--- src/bed_pkg.sv ---
// Package with shared types and command codes for the bounded edit distance engine.
package bed_pkg;

  typedef enum logic [1:0] {
    CMD_CLEAR  = 2'd0,
    CMD_APPEND = 2'd1,
    CMD_FEED   = 2'd2,
    CMD_END    = 2'd3
  } cmd_t;

  localparam int unsigned CP_W   = 21;
  localparam int unsigned VAL_W  = 7;
  localparam logic [VAL_W-1:0] THR_LIMIT = 7'd126;
  localparam logic [VAL_W-1:0] VAL_MAX   = 7'd127;

  // Token handed from one cell to the next.
  typedef struct packed {
    logic             valid;
    logic             is_end;
    logic [CP_W-1:0]  cp;
    logic [VAL_W-1:0] new_val;
    logic [VAL_W-1:0] old_val;
  } tok_t;

  // Broadcast control from the top level to every cell.
  typedef struct packed {
    logic [VAL_W-1:0] cap;
    logic             rearm;
    logic             wr_en;
    logic [CP_W-1:0]  wr_cp;
  } ctrl_t;

  // Result offered by a cell when an end request reaches the last stored position.
  typedef struct packed {
    logic             valid;
    logic [VAL_W-1:0] distance;
    logic             exceeded;
  } emit_t;

endpackage

--- src/bed_cell.sv ---
// One cell of the edit distance row: one stored codepoint and one row value.
module bed_cell #(
  parameter int unsigned IDX   = 1,
  parameter int unsigned LEN_W = 7
) (
  input  logic                clk,
  input  logic                rst_n,
  input  bed_pkg::ctrl_t      ctrl,
  input  logic [LEN_W-1:0]    len,
  input  bed_pkg::tok_t       tok_in,
  output bed_pkg::tok_t       tok_out,
  output bed_pkg::emit_t      emit
);

  localparam int unsigned J_INT = (IDX > 127) ? 127 : IDX;
  localparam logic [bed_pkg::VAL_W-1:0] REARM_VAL = bed_pkg::VAL_W'(J_INT);
  localparam logic [LEN_W-1:0] MY_LEN  = LEN_W'(IDX);
  localparam logic [LEN_W-1:0] MY_SLOT = LEN_W'(IDX - 1);

  logic [bed_pkg::CP_W-1:0]  char_r, char_nxt;
  logic [bed_pkg::VAL_W-1:0] row_r, row_nxt;
  bed_pkg::tok_t             tok_r, tok_nxt;

  logic                      cost;
  logic [bed_pkg::VAL_W:0]   s_ins, s_del, s_rep, m1, m2, best;
  logic [bed_pkg::VAL_W:0]   cap_w;
  logic [bed_pkg::VAL_W-1:0] new_val;

  always_comb begin
    cost  = (char_r != tok_in.cp);
    cap_w = {1'b0, ctrl.cap};
    s_ins = {1'b0, row_r} + 8'd1;
    s_del = {1'b0, tok_in.new_val} + 8'd1;
    s_rep = {1'b0, tok_in.old_val} + {7'd0, cost};
    m1    = (s_ins < s_del) ? s_ins : s_del;
    m2    = (m1 < s_rep) ? m1 : s_rep;
    best  = (m2 < cap_w) ? m2 : cap_w;
    new_val = best[bed_pkg::VAL_W-1:0];
  end

  always_comb begin
    row_nxt = row_r;
    if (ctrl.rearm) begin
      row_nxt = REARM_VAL;
    end else if (tok_in.valid) begin
      row_nxt = tok_in.is_end ? REARM_VAL : new_val;
    end
  end

  always_comb begin
    char_nxt = char_r;
    if (ctrl.wr_en && (len == MY_SLOT)) begin
      char_nxt = ctrl.wr_cp;
    end
  end

  always_comb begin
    tok_nxt         = tok_in;
    tok_nxt.new_val = new_val;
    tok_nxt.old_val = row_r;
  end

  always_comb begin
    emit.valid    = tok_in.valid && tok_in.is_end && (len == MY_LEN);
    emit.distance = (row_r < ctrl.cap) ? row_r : ctrl.cap;
    emit.exceeded = (row_r >= ctrl.cap);
  end

  always_ff @(posedge clk) begin
    if (!rst_n) begin
      row_r       <= REARM_VAL;
      tok_r.valid <= 1'b0;
    end else begin
      row_r       <= row_nxt;
      tok_r.valid <= tok_nxt.valid;
    end
    tok_r.is_end   <= tok_nxt.is_end;
    tok_r.cp       <= tok_nxt.cp;
    tok_r.new_val  <= tok_nxt.new_val;
    tok_r.old_val  <= tok_nxt.old_val;
  end

  always_ff @(posedge clk) begin
    char_r         <= char_nxt;
  end

  assign tok_out = tok_r;

endmodule
--- config.mk ---
export PLATFORM = sky130hd
export DESIGN_NAME = bed_cell
export DESIGN_NICKNAME = d
export VERILOG_FILES = /design/src/bed_pkg.sv /design/src/bed_cell.sv
export SDC_FILE = /design/constraint.sdc
export NUM_CORES = 1
export LEC_CHECK = 0
export ABC_CLOCK_PERIOD_IN_PS = 6500
export BUFFER_PORTS_ARGS = -buffer_cell sky130_fd_sc_hd__buf_4
export CORE_MARGIN = 1
export CORE_UTILIZATION = 41
export CTS_BUF_LIST = sky130_fd_sc_hd__clkbuf_8 sky130_fd_sc_hd__clkbuf_16
export DETAILED_ROUTE_END_ITERATION = 8
export GPL_TIMING_DRIVEN = 0
export PLACE_DENSITY = 0.68
export SLEW_MARGIN = 25
export SYNTH_ARGS = -nofsm -noshare
export SYNTH_HDL_FRONTEND = slang
export SYNTH_SLANG_ARGS = --single-unit
--- constraint.sdc ---
create_clock -name clk -period 6.5 [get_ports clk]
set_input_delay 0.975 -clock clk [delete_from_list [all_inputs] [get_ports clk]]
set_output_delay 0.975 -clock clk [all_outputs]
set_load 0.02 [all_outputs]
# == Word level (Yosys, flattened, before mapping) ==
# Index checks and enable logic that the tools add are counted.
# totals
ff_bits,65
wordCells,28
inputBits,76
out_inout_bits,46
# op_classes
bitwise,1
n_addsub,3
n_reduce_logical,5
magnitude_cmp,5
muxes,5
n_eq_ne,2
# op_table
cell,count
7-bit 2-to-1 mux,3
21-bit != test,1
"7-bit by 1-bit adder with 8-bit output, second input constant",2
8-bit less-than comparator,2
8-bit 2-to-1 mux,2
7-bit by 1-bit adder with 8-bit output,1
8-bit by 7-bit less-than comparator with 1-bit output,1
"7-bit by 1-bit == test with 1-bit output, second input constant",1
7-bit greater-or-equal comparator,1
7-bit logical NOT,1
7-bit less-than comparator,1
1-bit logical AND,3
2-bit OR reduction,1
1-bit inverter,1

# == Logic depth before layout (Yosys ltp) ==
# logic_depth
ltp_word,8
depth_mapped,26
ltp_nobuf,25

# == Worst setup path after synthesis ==
# No wires, ideal clock.
# synth_path
kind,input-to-reg
startpoint,input tok_in[7] (netlist bit)
endpoint,register row_r[2] (netlist bit)
n_path_buf,1
path_slack_ps,221
required_time_ps,6383
t_arrival_ps,6161
setup_time_ps,117
stages,22
path_cell_list,ha_1 > nand4_1 > xor2_1 > ha_1 > nand4_1 > o31ai_2 > mux2i_1 > inv_1 > ha_1 > nand2_1 > o21ai_1 > o21ai_0 > o31ai_4 > mux2i_1 > ha_1 > a21oi_1 > o221ai_1 > o41a_1 > and2_1 > buf_1 > or3_1 > a32o_1
# synth_via
elab_chain_cells,8
# synth_lines
item,line,text
from (decl),bed_cell.sv:10,"input bed_pkg::tok_t tok_in,"
7-bit by 1-bit adder with 8-bit output (*),bed_cell.sv:33,"s_del = {1'b0, tok_in.new_val} + 8'd1;"
8-bit less-than comparator,bed_cell.sv:35,m1 = (s_ins < s_del) ? s_ins : s_del;
8-bit 2-to-1 mux (*),bed_cell.sv:35,
8-bit less-than comparator,bed_cell.sv:36,m2 = (m1 < s_rep) ? m1 : s_rep;
8-bit 2-to-1 mux (*),bed_cell.sv:36,
8-bit by 7-bit less-than comparator with 1-bit output,bed_cell.sv:37,best = (m2 < cap_w) ? m2 : cap_w;
7-bit 2-to-1 mux (*),bed_cell.sv:37,
7-bit 2-to-1 mux (*),bed_cell.sv:46,row_nxt = tok_in.is_end ? REARM_VAL : new_val;
to (signal assigned),bed_cell.sv:74,row_r <= row_nxt;
to (decl),bed_cell.sv:21,"logic [bed_pkg::VAL_W-1:0] row_r, row_nxt;"
# Mark *: on every way between the ends. The rest lies on a longest branch, timed or not.
# A chain may end at the register's enable or synchronous reset.

# == Worst setup path after layout ==
# layout_path
startpoint,input tok_in[9] (netlist bit)
endpoint,register row_r[2] (netlist bit)
# Same word-level chain as after synthesis.

==> metrics.cfg <==
[die]
die_x_um=93.3
initial_core_util=0.433
coreArea_um2=7890
rows=32
ios=122
dieArea_um2=8700
die_h_um=93.3

[sta]
min_period_ns=6.26
setup_viol=0
finalMaxSlewViolations=0
fin_ws_ns=0.242
worst_pin_slew_ns=0.914
fmax_mhz=160
post-route-period-util=0.963
slew_headroom=0.389
setup_tns_ns=0
clock_skew_ns=0.00951
finalHoldViolations=0

[worst_setup_path]
r2r_slack_ns=0.39
arrival_ns=6.48
rr_startpoint=row_r[4]
crit_required_ns=6.73
cp_max_fo=9
crit_path_start_kind=input pin
critPathKind=in2reg
startpoint=tok_in[9]
end_kind=flop

[synthesis]
yosys.area_share.simple=0.145
syn_area_per_cell_um2=10.3
yosys.area_share.xor_xnor=0.0923
synthCells=331
synth-compound-area-share=0.122
mappedNetlistArea_um2=3420
ys_ff_latch=65
synth-edff-count=21
synthesis.nets=438
netlist_top_cells_area=dfxtp_1 (26%), edfxtp_1 (18%), ha_1 (11%)
synthArstFlopShare=0
synth_top_area_frac=0.258
synth_top_family_by_area=simple AND/OR/NAND/NOR gates
ys_warn_count=0
synthDistinctLibCells=51
yosysSeqAreaShare=0.442
yosys.area.top_type=dfxtp_1
synth_mux_area_frac=0.0542
synth_ff_type=dfxtp_1
synth_adder_area_share=0.114

[global_route]
grt_pass1_vias=2820
overflow=0
antenna_found_initial=0
grt_pass1_wl_mm=13.5
grt_start_max_net_pins=13
grt_use_total=0.202

[place]
io_buffers=121
dp_hpwl_mm=7.02
post-place-ws_ns=-0.766
gp_congestion=0.860

[clocking]
cts_buffers=9
htreeDepth=3
cts_tree=done
cts_root_buf=clkbuf_8
clk_pin_slew_worst_paths_ns=0.07
insertion_delay_ns=0.33
cts.sinks=65
cts_buffer_depth=2

[pwr]
p_per_area_nw_per_um2=209
irDropWorstVdd_v=0.000100
power_leakage_nw=2.20
power_mw=1.02

[final_layout]
nFillCells=680
drive_above_1_share=0.368
diodes=0
nets=580
mostFrequentLayoutCells=buf_4 (131), dfxtp_1 (43), ha_1 (31)
final_common_cell=buf_4
area_growth_pct=42.5

[routing]
via_per_inst=5.11
wirelength_mm=8.89
ant_nets=0
drc_errors=0
drtPass1Iterations=4
route.vias.total=2965
first_iter_violations=138
wl_per_cell_um=15.3

[job]
drv_cap=0

[hold_path]
hold_path.class=reg2reg
worstHoldStart=row_r[0]

[run_status]
status=finished clean

-- registers in the layout, summed over array words and instances, names as in the netlist --
name     cells
tok_out     37
row_r        7
char_r      21
-- synth_stat cells, types with 2 or more instances --
| cell type | number |
|---|---|
| mux2_2 | 8 |
| nor2_1 | 14 |
| ha_1 | 31 |
| o211ai_1 | 2 |
| o21ai_1 | 3 |
| dfxtp_1 | 44 |
| a211o_1 | 2 |
| nand4_1 | 9 |
| and3_1 | 4 |
| nor3b_1 | 2 |
| edfxtp_1 | 21 |
| inv_1 | 25 |
| nor4_1 | 4 |
| and2_1 | 5 |
| nand2b_1 | 2 |
| xor2_1 | 14 |
| nand2_1 | 20 |
| mux2i_1 | 7 |
| a22oi_1 | 5 |
| nand3_1 | 27 |
| o21ai_0 | 17 |
| xnor2_1 | 22 |
| o21a_1 | 2 |
| or3_1 | 2 |
| a21oi_1 | 12 |
| o41a_1 | 2 |
-- path summary, 6_finish.rpt --
check,to,cells after the start
max,row_r[2],25
min,tok_out[0],0
max reg2reg,row_r[2],25
min reg2reg,tok_out[0],0
-- critical path: stages --
cell	delay [ns]
buf_4	0.10
and2_1	0.18
nand4_1	0.12
xor2_1	0.18
ha_1	0.32
a211o_1	0.38
a21oi_2	0.25
o31ai_4	0.17
buf_4	0.17
mux2_2	0.26
inv_1	0.05
ha_1	0.29
nand4_1	0.14
a21oi_1	0.19
o21ai_1	0.12
o31ai_4	0.28
buf_6	0.18
mux2i_4	0.25
ha_1	0.27
a21oi_1	0.17
o221ai_2	0.16
o41a_1	0.43
and2_4	0.21
or3_1	0.36
a32o_1	0.26
-- kinds of logic (layout without fill, tap and decap cells) --
logic type,after synthesis,after routing
xor gates and xnor gates,36,36
adders and majority gates,31,31
DFF,65,65
AOI/OAI and AO/OA,59,59
buffers and inverters,27,174
muxes,17,17
and+or+nand+nor,96,96
-- through the flow --
step                      hold slack (ns)  area (µm²)  cells   util
after detailed placement            0.468        4470    556  0.567
after CTS                           0.466        4740    576  0.601
final                               0.441        4870    580  0.617
after global routing                0.438        4870    580  0.617
after floorplan                     0.398        3420    331      -
after global placement              0.463        4450    554  0.564
-- layer usage --
metal	global-route usage	share of wire	wire, µm
met5	0	0	0
met4	0.0769	0.012	108
met3	0.0398	0.048	424
met2	0.347	0.52	4580
met1	0.248	0.42	3780
-- what timing repair did --
action	in CTS	in global routing
cloned	0	0
setup endpoints to repair	14	14
resized for setup	3	19
pin swaps	1	4
hold buffers	0	0
buffers inserted	4	5
endpoints found under the hold margin	0	0
-- where the power goes --
| part | total, mW | switching [mW] | internal (mW) |
|---|---|---|---|
| Combinational | 0.203 | 0.103 | 0.0998 |
| Clock | 0.374 | 0.153 | 0.221 |
| Sequential | 0.442 | 0.00680 | 0.435 |
| Total | 1.02 | 0.263 | 0.756 |
-- final cells by class --
class,count,area [µm²],share of cell area
Clock inverter,4,50.0,0.0103
Timing Repair Buffer,132,995,0.204
Sequential cell,65,1510,0.311
Clock buffer,12,176,0.0363
Tap cell,102,128,0.0262
Buffer,1,3.75,0.000771
Inverter,25,93.8,0.0193
Multi-Input combinational cell,239,1910,0.392
Power figures use the tool's default switching activity.
